[config.mk]
export PLATFORM = sky130hd
export DESIGN_NAME = can_rx_acceptance_filter_fifo
export DESIGN_NICKNAME = d
export VERILOG_FILES = /design/src/rtl/canrxf_pkg.sv /design/src/rtl/canrxf_ctrl.sv /design/src/rtl/canrxf_dp.sv /design/src/rtl/can_rx_acceptance_filter_fifo.sv
export SDC_FILE = /design/constraint.sdc
export NUM_CORES = 1
export LEC_CHECK = 0
export BUFFER_PORTS_ARGS = -buffer_cell sky130_fd_sc_hd__buf_2
export CORE_ASPECT_RATIO = 0.7
export CORE_MARGIN = 3
export CORE_UTILIZATION = 40
export DETAILED_ROUTE_END_ITERATION = 8
export PLACE_DENSITY = 0.51
export REMOVE_ABC_BUFFERS = 1
export SETUP_SLACK_MARGIN = 0.4
export SYNTH_ARGS = -nofsm -noshare
export SYNTH_HDL_FRONTEND = slang
export SYNTH_SLANG_ARGS = --single-unit
[constraint.sdc]
create_clock -name aclk -period 25.7 [get_ports aclk]
set_input_delay 1.285 -clock aclk [delete_from_list [all_inputs] [get_ports aclk]]
set_output_delay 1.285 -clock aclk [all_outputs]
set_load 0.03 [all_outputs]
[src/rtl/canrxf_pkg.sv]
// shared types and constants for the can receive filter and frame ring
`default_nettype none

package canrxf_pkg;

    localparam int DEF_RING_DEPTH   = 16;
    localparam int DEF_FILTER_SLOTS = 4;

    localparam int ID_W       = 11;
    localparam int DLC_W      = 4;
    localparam int DATA_W     = 64;
    localparam int FRAME_W    = ID_W + DLC_W + DATA_W;
    localparam int TDATA_W    = 80;
    localparam int KIND_W     = 2;
    localparam int STATUS_W   = 2;
    localparam int CFG_IDX_W  = 3;
    localparam int CFG_DATA_W = 22;
    localparam int CNT_W      = 3;

    // register map
    localparam logic [CFG_IDX_W-1:0] REG_FILTER_COUNT     = 3'd0;
    localparam logic [CFG_IDX_W-1:0] REG_FILTER_WORD_0    = 3'd1;
    localparam logic [CFG_IDX_W-1:0] REG_FILTER_WORD_LAST = 3'd4;

    typedef enum logic [KIND_W-1:0] {
        KIND_BUS  = 2'd0,
        KIND_LOOP = 2'd1,
        KIND_POP  = 2'd2,
        KIND_NONE = 2'd3
    } kind_t;

    typedef enum logic [STATUS_W-1:0] {
        STATUS_DONE   = 2'd0,
        STATUS_EMPTY  = 2'd1,
        STATUS_REJECT = 2'd2,
        STATUS_FULL   = 2'd3
    } rx_status_t;

    typedef enum logic {
        ST_IDLE = 1'b0,
        ST_EXEC = 1'b1
    } state_t;

    typedef struct packed {
        logic capture;
        logic commit;
    } canrxf_cmd_t;

    typedef struct packed {
        logic out_free;
    } canrxf_sts_t;

endpackage

`default_nettype wire

[src/rtl/canrxf_ctrl.sv]
// controller state machine: accept a transaction, then execute it once the output is free
`default_nettype none

module canrxf_ctrl (
    input  wire                      aclk,
    input  wire                      aresetn,
    input  wire                      s_tvalid,
    output logic                     s_tready,
    input  canrxf_pkg::canrxf_sts_t  sts,
    output canrxf_pkg::canrxf_cmd_t  cmd
);
    import canrxf_pkg::*;

    state_t state_reg;
    state_t state_next;

    always_ff @(posedge aclk) begin
        if (!aresetn) begin
            state_reg <= ST_IDLE;
        end else begin
            state_reg <= state_next;
        end
    end

    always_comb begin
        state_next = state_reg;
        case (state_reg)
            ST_IDLE: begin
                if (s_tvalid) begin
                    state_next = ST_EXEC;
                end
            end
            ST_EXEC: begin
                if (sts.out_free) begin
                    state_next = ST_IDLE;
                end
            end
            default: begin
                state_next = ST_IDLE;
            end
        endcase
    end

    always_comb begin
        s_tready    = 1'b0;
        cmd.capture = 1'b0;
        cmd.commit  = 1'b0;
        case (state_reg)
            ST_IDLE: begin
                s_tready    = 1'b1;
                cmd.capture = s_tvalid;
            end
            ST_EXEC: begin
                cmd.commit = sts.out_free;
            end
            default: begin
                s_tready = 1'b0;
            end
        endcase
    end

endmodule

`default_nettype wire

[src/rtl/canrxf_dp.sv]
// datapath: filter registers, acceptance match, frame ring memory, pointers, result register
`default_nettype none

module canrxf_dp #(
    parameter int RING_DEPTH   = canrxf_pkg::DEF_RING_DEPTH,
    parameter int FILTER_SLOTS = canrxf_pkg::DEF_FILTER_SLOTS
) (
    input  wire                                   aclk,
    input  wire                                   aresetn,
    input  wire                                   cfg_we,
    input  wire  [canrxf_pkg::CFG_IDX_W-1:0]      cfg_index,
    input  wire  [canrxf_pkg::CFG_DATA_W-1:0]     cfg_wdata,
    input  wire  [canrxf_pkg::KIND_W-1:0]         s_tuser,
    input  wire  [canrxf_pkg::TDATA_W-1:0]        s_tdata,
    output logic                                  m_tvalid,
    input  wire                                   m_tready,
    output logic [canrxf_pkg::STATUS_W-1:0]       m_tuser,
    output logic [canrxf_pkg::TDATA_W-1:0]        m_tdata,
    input  canrxf_pkg::canrxf_cmd_t               cmd,
    output canrxf_pkg::canrxf_sts_t               sts
);
    import canrxf_pkg::*;

    localparam int AW = $clog2(RING_DEPTH);

    logic [CNT_W-1:0]      filter_count_reg;
    logic [CFG_DATA_W-1:0] filter_word_reg [FILTER_SLOTS];

    kind_t              kind_reg;
    logic [FRAME_W-1:0] frame_reg;

    logic [FRAME_W-1:0] ring_mem [RING_DEPTH];
    logic [FRAME_W-1:0] rd_data_reg;
    logic [AW-1:0]      wr_ptr_reg;
    logic [AW-1:0]      wr_ptr_next;
    logic [AW-1:0]      rd_ptr_reg;
    logic [AW-1:0]      rd_ptr_next;

    logic                m_valid_reg;
    logic [STATUS_W-1:0] m_user_reg;
    logic [TDATA_W-1:0]  m_data_reg;

    logic [CNT_W-1:0]        active_cnt;
    logic [FILTER_SLOTS-1:0] hit;
    logic                    id_accepted;
    logic [AW-1:0]           wr_ptr_inc;
    logic                    ring_full;
    logic                    ring_empty;
    logic                    do_store;
    logic                    do_pop;
    rx_status_t              res_status;
    logic [TDATA_W-1:0]      res_data;

    // configuration registers
    always_ff @(posedge aclk) begin
        if (!aresetn) begin
            filter_count_reg <= '0;
        end else if (cfg_we && (cfg_index == REG_FILTER_COUNT)) begin
            filter_count_reg <= cfg_wdata[CNT_W-1:0];
        end
    end

    for (genvar g = 0; g < FILTER_SLOTS; g++) begin : g_slot
        if (g <= int'(REG_FILTER_WORD_LAST - REG_FILTER_WORD_0)) begin : g_wr
            always_ff @(posedge aclk) begin
                if (!aresetn) begin
                    filter_word_reg[g] <= '0;
                end else if (cfg_we && (cfg_index == CFG_IDX_W'(int'(REG_FILTER_WORD_0) + g))) begin
                    filter_word_reg[g] <= cfg_wdata;
                end
            end
        end else begin : g_fixed
            // no register index reaches this slot
            always_ff @(posedge aclk) begin
                if (!aresetn) begin
                    filter_word_reg[g] <= '0;
                end
            end
        end
    end

    // capture the incoming transaction
    always_ff @(posedge aclk) begin
        if (cmd.capture) begin
            kind_reg  <= kind_t'(s_tuser);
            frame_reg <= s_tdata[FRAME_W-1:0];
        end
    end

    // acceptance filter, all slots compared side by side
    always_comb begin
        active_cnt = (filter_count_reg > CNT_W'(FILTER_SLOTS)) ? CNT_W'(FILTER_SLOTS)
                                                              : filter_count_reg;
        for (int i = 0; i < FILTER_SLOTS; i++) begin
            hit[i] = (CNT_W'(i) < active_cnt) &&
                     ((frame_reg[ID_W-1:0] & filter_word_reg[i][2*ID_W-1:ID_W]) ==
                      (filter_word_reg[i][ID_W-1:0] & filter_word_reg[i][2*ID_W-1:ID_W]));
        end
        id_accepted = (active_cnt == '0) || (|hit);
    end

    assign wr_ptr_inc = wr_ptr_reg + AW'(1);
    assign ring_full  = (wr_ptr_inc == rd_ptr_reg);
    assign ring_empty = (wr_ptr_reg == rd_ptr_reg);

    always_comb begin
        res_status = STATUS_DONE;
        res_data   = '0;
        do_store   = 1'b0;
        do_pop     = 1'b0;
        case (kind_reg)
            KIND_BUS: begin
                if (!id_accepted) begin
                    res_status = STATUS_REJECT;
                end else if (ring_full) begin
                    res_status = STATUS_FULL;
                end else begin
                    do_store = 1'b1;
                end
            end
            KIND_LOOP: begin
                if (ring_full) begin
                    res_status = STATUS_FULL;
                end else begin
                    do_store = 1'b1;
                end
            end
            KIND_POP: begin
                if (ring_empty) begin
                    res_status = STATUS_EMPTY;
                end else begin
                    do_pop   = 1'b1;
                    res_data = {{(TDATA_W-FRAME_W){1'b0}}, rd_data_reg};
                end
            end
            default: begin
                res_status = STATUS_DONE;
            end
        endcase
    end

    assign wr_ptr_next = (cmd.commit && do_store) ? wr_ptr_inc : wr_ptr_reg;
    assign rd_ptr_next = (cmd.commit && do_pop) ? rd_ptr_reg + AW'(1) : rd_ptr_reg;

    always_ff @(posedge aclk) begin
        if (!aresetn) begin
            wr_ptr_reg <= '0;
            rd_ptr_reg <= '0;
        end else begin
            wr_ptr_reg <= wr_ptr_next;
            rd_ptr_reg <= rd_ptr_next;
        end
    end

    // frame ring; the read port follows the read pointer every cycle
    always_ff @(posedge aclk) begin
        if (cmd.commit && do_store) begin
            ring_mem[wr_ptr_reg] <= frame_reg;
        end
        rd_data_reg <= ring_mem[rd_ptr_reg];
    end

    // result register
    always_ff @(posedge aclk) begin
        if (!aresetn) begin
            m_valid_reg <= 1'b0;
        end else if (cmd.commit) begin
            m_valid_reg <= 1'b1;
        end else if (m_tready) begin
            m_valid_reg <= 1'b0;
        end
    end

    always_ff @(posedge aclk) begin
        if (cmd.commit) begin
            m_user_reg <= res_status;
            m_data_reg <= res_data;
        end
    end

    assign sts.out_free = !m_valid_reg || m_tready;
    assign m_tvalid     = m_valid_reg;
    assign m_tuser      = m_user_reg;
    assign m_tdata      = m_data_reg;

endmodule

`default_nettype wire

[src/rtl/can_rx_acceptance_filter_fifo.sv]
// top level of the can receive path: acceptance filter in front of a frame ring
//
//  channel   direction  handshake            payload
//  s_        in         s_tvalid / s_tready  s_tuser kind, s_tdata frame
//  m_        out        m_tvalid / m_tready  m_tuser status, m_tdata popped frame
//  cfg_      in         cfg_we               cfg_index, cfg_wdata
//
// each transaction is accepted in the idle state, then filtered and applied
// to the ring in the execute state.
// execution waits while a previous result is still held in the output register.
// aresetn clears the filter registers, the ring pointers and the controller;
// the ring memory needs no clearing pass.
`default_nettype none

module can_rx_acceptance_filter_fifo #(
    parameter int RING_DEPTH   = canrxf_pkg::DEF_RING_DEPTH,
    parameter int FILTER_SLOTS = canrxf_pkg::DEF_FILTER_SLOTS
) (
    input  wire                                aclk,
    input  wire                                aresetn,
    input  wire                                cfg_we,
    input  wire  [canrxf_pkg::CFG_IDX_W-1:0]   cfg_index,
    input  wire  [canrxf_pkg::CFG_DATA_W-1:0]  cfg_wdata,
    input  wire                                s_tvalid,
    output logic                               s_tready,
    input  wire  [canrxf_pkg::KIND_W-1:0]      s_tuser,   // kind
    input  wire  [canrxf_pkg::TDATA_W-1:0]     s_tdata,   // frame_id, frame_dlc, frame_data
    output logic                               m_tvalid,
    input  wire                                m_tready,
    output logic [canrxf_pkg::STATUS_W-1:0]    m_tuser,   // status
    output logic [canrxf_pkg::TDATA_W-1:0]     m_tdata    // out_id, out_dlc, out_data
);
    import canrxf_pkg::*;

    canrxf_cmd_t cmd;
    canrxf_sts_t sts;

    canrxf_ctrl u_ctrl (
        .aclk     (aclk),
        .aresetn  (aresetn),
        .s_tvalid (s_tvalid),
        .s_tready (s_tready),
        .sts      (sts),
        .cmd      (cmd)
    );

    canrxf_dp #(
        .RING_DEPTH   (RING_DEPTH),
        .FILTER_SLOTS (FILTER_SLOTS)
    ) u_dp (
        .aclk      (aclk),
        .aresetn   (aresetn),
        .cfg_we    (cfg_we),
        .cfg_index (cfg_index),
        .cfg_wdata (cfg_wdata),
        .s_tuser   (s_tuser),
        .s_tdata   (s_tdata),
        .m_tvalid  (m_tvalid),
        .m_tready  (m_tready),
        .m_tuser   (m_tuser),
        .m_tdata   (m_tdata),
        .cmd       (cmd),
        .sts       (sts)
    );

endmodule

`default_nettype wire

==> results of run 1 <==
==> power groups by stage <==
stage	combinational [mW]	sequential [mW]	clock [mW]
after global routing	0.114	2.96	2.43
after CTS	0.109	2.95	2.33
final	0.106	2.95	2.26
after floorplan	0.0493	3.01	0
after detailed placement	0.108	3.01	0
after global placement	0.108	3.00	0
==> how the worst min path moves through the flow <==
stage / start / end / slack (ns) / depth (start not counted)
after global placement: u_dp.rd_data_reg[64] / u_dp.m_tdata[64] / 0.49 / 1
after floorplan: u_dp.rd_data_reg[0] / u_dp.m_tdata[0] / 0.48 / 1
after CTS: u_dp.rd_data_reg[60] / u_dp.m_tdata[60] / 0.50 / 1
final: u_dp.rd_data_reg[60] / u_dp.m_tdata[60] / 0.50 / 1
after global routing: u_dp.rd_data_reg[76] / u_dp.m_tdata[76] / 0.52 / 1
after detailed placement: u_dp.rd_data_reg[60] / u_dp.m_tdata[60] / 0.49 / 1
==> kinds of logic after synthesis <==
kind of cell             count (synthesis)
AO/OA/AOI/OAI                           33
adder cells (fa/ha/maj)                  5
buffers and inverters                  119
AND/OR/NAND/NOR                        237
multiplexers                           400
other                                    1
flip-flops                            1606
XOR/XNOR                                55
==> worst reg2reg max path, delay by kind of cell, from the launching register on <==
family	cells	cell delay [ns]
buffers and inverters	3	2.36
DFF	1	1.02
muxes	2	1.16
==> cells in the final DEF (no fill, tap or decap), types with 5 or more instances in the layout <==
| cell type | instances |
|---|---|
| clkinv_1 | 21 |
| nor2_1 | 15 |
| clkinv_2 | 40 |
| buf_2 | 193 |
| nand4_1 | 6 |
| xnor2_1 | 5 |
| buf_4 | 60 |
| inv_1 | 6 |
| a22oi_1 | 6 |
| nor3b_2 | 8 |
| xor2_1 | 50 |
| clkbuf_8 | 13 |
| edfxtp_1 | 1514 |
| clkbuf_16 | 160 |
| and2_1 | 167 |
| dfxtp_1 | 88 |
| nand2_1 | 13 |
| a21oi_1 | 5 |
| clkbuf_1 | 35 |
| mux2i_1 | 5 |
| a22o_1 | 6 |
| ha_1 | 5 |
| inv_6 | 6 |
| bufinv_16 | 10 |
| mux4_2 | 395 |
==> per-layer routing <==
metal  part of all wire  wire (um)
met3              0.047       6540
met5                  0          0
met4              0.023       3180
met1               0.44      61000
met2               0.49      67100
==> final cells by class <==
| cell class | count | area, sq um | area share |
|---|---|---|---|
| antenna | 2 | 5.00 | 0.0000740 |
| timing repair buffer | 255 | 1460 | 0.0215 |
| clock inverter | 84 | 762 | 0.0113 |
| clock buffer | 208 | 4310 | 0.0638 |
| inverter | 6 | 22.5 | 0.000333 |
| multi-input combinational | 731 | 11300 | 0.167 |
| tap | 1963 | 2460 | 0.0363 |
| sequential | 1606 | 47300 | 0.699 |
==> run summary, run 1 <==
slowest stage cell, crit path -> dfxtp_4
Power Dens Cells -> 78.6 nW/um^2
worst vdd ir -> 0.0658 mV
Final WS setup -> 21.03 ns
die height -> 327 um
chip width -> 465 um
Pleak -> 21.2 nW
drc violations -> 0
FF-to-FF setup slack -> 21.03 ns
Layout Nets -> 2,874
Synth Area in Compound Gates -> 0.00479
core area -> 146,000 sq um
Fin Setup TNS -> 0 ns
register area share after synthesis -> 0.802
crit path to -> u_dp.rd_data_reg[71]
GRT Total Usage -> 0.183
clk_lat worst skew -> 0.77 ns
Syn Area/Cell -> 24.0 sq um
fin cells -> 4,855
Async SR Flop Fraction -> 0
FMAX -> 214 MHz
simple-gate area share of the yosys netlist -> 0.0241
worst hold-check path type -> reg -> reg
Syn Inst Count -> 2,456
crit-path max cell delay -> 1.02 ns
pin count of the biggest net entering global routing -> 80
per-cell routed wire length -> 28.4 um
post-synth cell types -> 39
Setup Skew -> 0.0374 ns
Setup Viol. Count Final -> 0
Worst slew margin -> 0.172
postcts setup bufs -> 0
Reg clk slew, reported paths -> 0.06 ns
Util after Layout -> 0.464
CP endpoint kind -> register
M1 GR Usage -> 0.260
worst r2r src -> u_dp.rd_ptr_reg[0]
CTS sink count -> 1,606
clk buf depth -> 3
Filler cells -> 12,000
row count -> 117
DP HPWL -> 69,900 um
Max Cap Viol -> 0
fin crit share -> 0.182
Switching Fraction -> 0.204
Hold Vio Cnt, Final -> 0
CP Data Required Time -> 26.34 ns
#FFs+latches synth -> 1,606
CP startpoint kind -> register
first-iteration detailed-routing DRC count -> 2,469
Ys Warns -> 0
hold_buf cts -> 0
critical path fanouts, max -> 49
Vias/cell -> 5.34
Crit Path Class -> reg -> reg
Arr. time, crit path -> 5.31 ns
GR Overflow Total -> 0
initial antenna violation count -> 5
P_int -> 4.23 mW
TritonRoute pass-1 iters -> 7
placed instance count -> 4,561
R2R depth -> 5
Main synth FF type -> edfxtp_1
input/output buffers -> 193
Placer Congestion -> 0.740
cell taking the most area after synthesis -> edfxtp_1
Total Power -> 5.32 mW
post-synthesis adder-cell area fraction -> 0.00106
RSZ-0062 raised after global routing -> no
Post-Syn Area -> 59,000 sq um
Post-Layout Inst Area -> 67,700 sq um
worst slew pin tran -> 1.24 ns
crit-path cells -> buf_4, buf_4, buf_4, mux4_2, mux4_2
status -> finished, final reports clean
Final min period -> 4.67 ns
share of cells above drive strength 1 -> 0.317
CTS H-tree depth -> 4
final wirelength -> 138,000 um
Die ar. -> 152,000 sq um
Critical Path Most Common Cell -> buf_4
Psw -> 1.09 mW
clock power share -> 0.426
mux contribution to synthesized area -> 0.152
Post-synth top cells -> 1,514 x edfxtp_1, 395 x mux4_2, 168 x and2_1
share of the synthesized area in the top cell type -> 0.771
most common cell in the netlist -> edfxtp_1
max reg flops -> 1,264
GR Util met3 -> 0.0299
dpl cell area -> 62,600 sq um
largest family of logic cells by synthesized area -> multiplexers
CTS resizes -> 0
Starting Density -> 0.404
CTS buffer count -> 157
Worst R2R End -> u_dp.rd_data_reg[71]
I/O pin cnt -> 196
WHS -> 0.502 ns
CP Depth -> 5
synth top area cells -> edfxtp_1 77%, mux4_2 15%, dfxtp_1 3.1%, and2_1 1.8%, xor2_1 0.74%
dpl ws -> 20.73 ns
register share of total power -> 0.555
worst path buffer plus inverter count -> 3
vias -> 25,900
Max Transition Viols Final -> 0
Gate power share -> 0.020
critical path startpoint -> u_dp.rd_ptr_reg[0]
met2 Use GR -> 0.294
CP top delay family -> buffers and inverters
Synth Area in XOR/XNOR -> 0.00816
CTS tree -> yes
GRT busiest layer -> met2
Area Overhead vs Synth -> 14.7%
root buf cell -> clkbuf_16
first-pass GRT wire length -> 200,000 um
post-route ant nets -> 0
count of flip-flops with a built-in enable after synthesis -> 1,514
vias in the first global route -> 27,900
No activity file was read; power rests on OpenSTA's default activity.
==> run 2: changes to the inputs <==
Clock period 25.7 ns to 4.8 ns, I/O delays scaled along.
==> run 2 against run 1 <==
  * Highest routed layer unchanged
  * Setup slack worse by 20 ns
  * Register-to-register slack worse by 20 ns
  * Flip-flop and latch count unchanged
  * Largest cell class unchanged
==> run summary, run 2 (synthesis gave the netlist of run 1 again) <==
status -> finished, final reports clean
CP endpoint kind -> register
GRT busiest layer -> met2
Setup Skew -> 0.0254 ns (-0.0120 ns)
FMAX -> 261 MHz (+22%)
final wirelength -> 132,000 um (-4.2%)
input/output buffers -> 193 (unchanged)
Vias/cell -> 5.23 (-2.0%)
Starting Density -> 0.404 (unchanged)
post-route ant nets -> 0 (unchanged)
DP HPWL -> 66,900 um (-4.3%)
Hold Vio Cnt, Final -> 0 (unchanged)
Fin Setup TNS -> 0 ns (unchanged)
Final min period -> 3.83 ns (-0.842 ns)
row count -> 117 (unchanged)
Arr. time, crit path -> 4.23 ns (-1.08 ns)
Filler cells -> 11,900 (-1.5%)
Pleak -> 21.7 nW (+2.4%)
Layout Nets -> 2,978 (+3.6%)
max reg flops -> 1,264 (unchanged)
Die ar. -> 152,000 sq um (unchanged)
CTS tree -> yes
GRT Total Usage -> 0.174 (-0.00938)
per-cell routed wire length -> 26.6 um (-6.2%)
Max Cap Viol -> 0 (unchanged)
GR Overflow Total -> 0 (unchanged)
most common cell after layout, fill and taps aside -> edfxtp_1
pin count of the biggest net entering global routing -> 124 (+55%)
met2 Use GR -> 0.281 (-0.0133)
Power Dens Cells -> 414 nW/um^2 (+430%)
clk_lat worst skew -> 0.78 ns (about the same)
Reg clk slew, reported paths -> 0.06 ns (about the same)
Worst slew margin -> 0.176 (+0.00384)
Final WS setup -> 0.967 ns (-20.06 ns)
TritonRoute pass-1 iters -> 5 (-2)
Max Transition Viols Final -> 0 (unchanged)
CP startpoint kind -> register
first-pass GRT wire length -> 191,000 um (-4.5%)
critical path fanouts, max -> 29 (-41%)
initial antenna violation count -> 4 (-1)
vias -> 25,900 (+0.093%)
first-iteration detailed-routing DRC count -> 2,230 (-9.7%)
CTS buffer count -> 156 (-0.64%)
Sequential cell area -> 47,300 sq um (unchanged)
chip width -> 465 um (unchanged)
dpl ws -> 0.953 ns (-19.78 ns)
worst vdd ir -> 0.365 mV (+450%)
worst hold-check path type -> in -> reg
worst slew pin tran -> 1.24 ns (-0.00577 ns)
CTS resizes -> 0 (unchanged)
M1 GR Usage -> 0.246 (-0.0133)
Area Overhead vs Synth -> 17.3%
drc violations -> 0 (unchanged)
Setup Viol. Count Final -> 0 (unchanged)
clk buf depth -> 3 (unchanged)
core area -> 146,000 sq um (unchanged)
I/O pin cnt -> 196 (unchanged)
die height -> 327 um (unchanged)
CTS sink count -> 1,606 (unchanged)
fin crit share -> 0.798 (+0.617)
share of cells above drive strength 1 -> 0.302 (-0.0153)
CP Data Required Time -> 5.19 ns (-21.15 ns)
area of the multi-input gates -> 11,300 sq um (unchanged)
Placer Congestion -> 0.748 (+0.99%)
GR Util met3 -> 0.0305 (+0.000590)
Crit Path Class -> reg -> reg
vias in the first global route -> 27,500 (-1.6%)
RSZ-0062 raised after global routing -> no
root buf cell -> clkbuf_16
most frequent cells in the layout -> 1,514 x edfxtp_1, 395 x mux4_2, 193 x buf_2
CTS H-tree depth -> 4 (unchanged)
## run 2: layer usage
metal	vias up	wire [um]
met2	614	64200
met3	178	5990
met5	-	0
met4	0	2690
met1	14000	59100
li1	11100	-
## run 2: repair_timing
item                                   CTS  global route
hold buffers                           111             0
setup buffers                            0             0
endpoints found under the hold margin  177             0
## run 2: final cells by class
cell class,count,area share
Clock buffer,218,0.0630
Clock inverter,72,0.0115
Tap cell,1963,0.0355
Timing Repair Buffer,360,0.0422
Multi-Input combinational cell,731,0.164
Sequential cell,1606,0.684
Antenna cell,2,0.0000723
Inverter,6,0.000325
## run 2: worst paths after layout
kind	to	cells after the start	slack [ns]	from
worst max-delay path	u_dp.ring_mem[8][75]	9	0.97	u_dp.frame_reg[2]
worst min-delay path	u_dp.frame_reg[50]	2	0.18	s_tdata[50]
worst max register to register	u_dp.ring_mem[8][75]	9	0.97	u_dp.frame_reg[2]
worst min register to register	u_dp.m_tdata[34]	1	0.50	u_dp.rd_data_reg[34]
## run 2: critical path: stages, from the launching register on
cell and delay (ns):
edfxtp_1 0.68, xor2_1 0.27, a22o_1 0.26, a221oi_1 0.39, nand4_1 0.17, and4_4 0.22
a21oi_4 0.27, nand2_1 0.23, nor3b_2 0.33, buf_4 0.59
## run 2: through the flow
step	area, sq um	hold WS [ns]	utilization	instances	power [mW]
6_report	69200	0.175	0.474	4958	28.7
3_5_place_dp	62900	0.418	0.431	4555	16.7
4_1_cts	69200	0.0971	0.474	4956	29.1
2_1_floorplan	58500	0.339	-	2343	16.4
3_3_place_gp	62900	0.419	0.431	4555	16.7
5_1_grt	69200	0.131	0.474	4957	29.7
## run 2: power breakdown
group          total, mW  leakage (nW)  switching, mW  internal, mW
logic              0.632          4.64          0.369         0.263
clock network       12.3          2.51           5.17          7.09
registers           15.8          14.6          0.238          15.6
==> run 3: changes to the inputs <==
Settings changed: ABC_AREA set to 1.
Clock period 4.8 ns to 3.7 ns, I/O delays scaled along.
==> run 3 against run 2 <==
  * Total power is 31% higher
  * First-iteration DRC count is 46% higher
  * Die area is 2.7% higher
  * Setup slack worse by 0.35 ns
  * Largest power group unchanged
==> run summary, run 3 <==
status -> finished, final reports clean
WHS -> 0.110 ns (-0.0654 ns)
CTS H-tree depth -> 4 (unchanged)
simple-gate area share of the yosys netlist -> 0.0784 (+0.0543)
Worst slew margin -> 0.214 (+0.0383)
Main synth FF type -> edfxtp_1
Pleak -> 23.9 nW (+10%)
share of the synthesized area in the top cell type -> 0.750 (-0.0209)
post-route ant nets -> 0 (unchanged)
input/output buffers -> 193 (unchanged)
Max Cap Viol -> 0 (unchanged)
RSZ-0062 raised after global routing -> no
Area Overhead vs Synth -> 16.4%
max reg flops -> 1,264 (unchanged)
drc violations -> 0 (unchanged)
mux contribution to synthesized area -> 0 (-0.152)
Fin Setup TNS -> 0 ns (unchanged)
register area share after synthesis -> 0.780 (-0.0217)
Vias/cell -> 5.37 (+2.7%)
most frequent cells in the layout -> 1,514 x edfxtp_1, 825 x nor2_1, 505 x o21ai_0
worst vdd ir -> 0.354 mV (-3.0%)
Post-Syn Area -> 60,600 sq um (+2.8%)
Placer Congestion -> 0.771 (+3.1%)
critical path fanouts, max -> 46 (+59%)
final wirelength -> 157,000 um (+19%)
CTS resizes -> 0 (unchanged)
GR Overflow Total -> 0 (unchanged)
Reg clk slew, reported paths -> 0.06 ns (about the same)
first-pass GRT wire length -> 234,000 um (+22%)
Syn Area/Cell -> 14.0 sq um (-42%)
GRT Total Usage -> 0.197 (+0.0229)
Setup Skew -> 0.0279 ns (+0.00251 ns)
synth top area cells -> edfxtp_1 75%, nor2_1 5.2%, o21ai_0 4.2%, o221ai_1 3.3%, dfxtp_1 3.0%
Post-synth top cells -> 1,514 x edfxtp_1, 842 x nor2_1, 505 x o21ai_0
dpl ws -> 0.457 ns (-0.496 ns)
DP HPWL -> 80,900 um (+21%)
chip width -> 471 um (+1.4%)
Synth Area in Compound Gates -> 0.108 (+0.103)
Final min period -> 3.08 ns (-0.753 ns)
worst hold-check path type -> in -> reg
die height -> 332 um (+1.4%)
initial antenna violation count -> 2 (-2)
CP endpoint kind -> register
TritonRoute pass-1 iters -> 5 (unchanged)
FMAX -> 325 MHz (+24%)
Hold Vio Cnt, Final -> 0 (unchanged)
worst slew pin tran -> 1.18 ns (-0.0602 ns)
Die ar. -> 156,000 sq um (+2.7%)
Starting Density -> 0.406 (+0.00203)
first-iteration detailed-routing DRC count -> 3,249 (+46%)
CP startpoint kind -> register
post-synthesis adder-cell area fraction -> 0.00103 (-0.0000287)
vias in the first global route -> 35,300 (+29%)
largest family of logic cells by synthesized area -> compound AO/OA/AOI/OAI gates
root buf cell -> clkbuf_16
cell taking the most area after synthesis -> edfxtp_1
CP Data Required Time -> 4.12 ns (-1.07 ns)
#FFs+latches synth -> 1,606 (unchanged)
Final WS setup -> 0.621 ns (-0.347 ns)
I/O pin cnt -> 196 (unchanged)
Syn Inst Count -> 4,338 (+77%)
row count -> 118 (+0.85%)
clk_lat worst skew -> 0.79 ns (about the same)
Async SR Flop Fraction -> 0 (unchanged)
CTS buffer count -> 157 (+0.64%)
Synth Area in XOR/XNOR -> 0.00113 (-0.00703)
share of cells above drive strength 1 -> 0.119 (-0.183)
Setup Viol. Count Final -> 0 (unchanged)
CTS tree -> yes
clk buf depth -> 3 (unchanged)
Max Transition Viols Final -> 0 (unchanged)
pin count of the biggest net entering global routing -> 170 (+37%)
core area -> 149,000 sq um (+2.3%)
Crit Path Class -> reg -> reg
Arr. time, crit path -> 3.50 ns (-0.73 ns)
Power Dens Cells -> 532 nW/um^2 (+28%)
CTS sink count -> 1,606 (unchanged)
most common cell in the netlist -> edfxtp_1
Layout Nets -> 4,747 (+59%)
post-synth cell types -> 39 (unchanged)
vias -> 36,200 (+40%)
count of flip-flops with a built-in enable after synthesis -> 1,514 (unchanged)
most common cell after layout, fill and taps aside -> edfxtp_1
fin crit share -> 0.832 (+0.0338)
per-cell routed wire length -> 23.3 um (-13%)
Ys Warns -> 0 (unchanged)
-- run 3: area by class of cell --
| type | instances | area (sq um) |
|---|---|---|
| diodes | 2 | 5.00 |
| clock buffers | 226 | 4450 |
| clock inverters | 62 | 469 |
| fillers | 13100 | 78700 |
| inverters | 178 | 698 |
| multi-input cells | 2271 | 11600 |
| flip-flops and latches | 1606 | 47300 |
| well taps | 1980 | 2480 |
| repair buffers | 416 | 3540 |
-- run 3: kinds of logic after synthesis --
kind of cell               after synthesis
AOI/OAI and AO/OA                     1064
DFF                                   1606
buffers and inverters                  461
adders and majority gates                5
xor gates and xnor gates                 7
and+or+nand+nor                       1194
other                                    1
-- run 3: per-layer routing --
metal,global-route usage,part of all wire
met5,0,0
met4,0.0434,0.014
met3,0.0311,0.054
met2,0.303,0.45
met1,0.295,0.48
-- run 3: worst paths after layout --
check / startpoint / to / slack [ns] / depth (start not counted)
max: u_dp.frame_reg[5] / u_dp.ring_mem[10][11] / 0.62 / 11
min: s_tdata[65] / u_dp.frame_reg[65] / 0.11 / 2
max reg2reg: u_dp.frame_reg[5] / u_dp.ring_mem[10][11] / 0.62 / 11
min reg2reg: u_dp.filter_count_reg[1] / u_dp.filter_count_reg[1] / 0.52 / 2
-- run 3: power by group --
| group | total (mW) | switching (mW) | internal [mW] |
|---|---|---|---|
| clock | 15.5 | 6.79 | 8.73 |
| combinational | 1.41 | 0.962 | 0.450 |
| sequential | 20.6 | 0.337 | 20.3 |
| total | 37.5 | 8.09 | 29.4 |
-- run 3: critical path, stage by stage (launching register included) --
cell and delay [ns]:
edfxtp_1 0.83, nand2_1 0.12, nand3_1 0.13, nand2_1 0.07, nor2_1 0.10, nand3_1 0.10, nand3_1 0.16, nor2_2 0.09
nor2_8 0.21, nand2_4 0.14, nor2_4 0.31, buf_12 0.35
-- run 3: metrics by stage --
stage / util / cells / power (mW) / area (sq um)
floorplan: - / 4055 / 21.7 / 59400
global placement: 0.431 / 6326 / 22.3 / 64400
detailed placement: 0.431 / 6326 / 22.3 / 64400
CTS: 0.472 / 6730 / 37.9 / 70500
global route: 0.473 / 6739 / 38.8 / 70600
finish: 0.473 / 6741 / 37.5 / 70600
-- run 3: repair_timing --
item,CTS,global route
endpoints found under the setup margin,0,982
buffers inserted,0,9
endpoints found under the hold margin,184,0
hold buffers,116,0
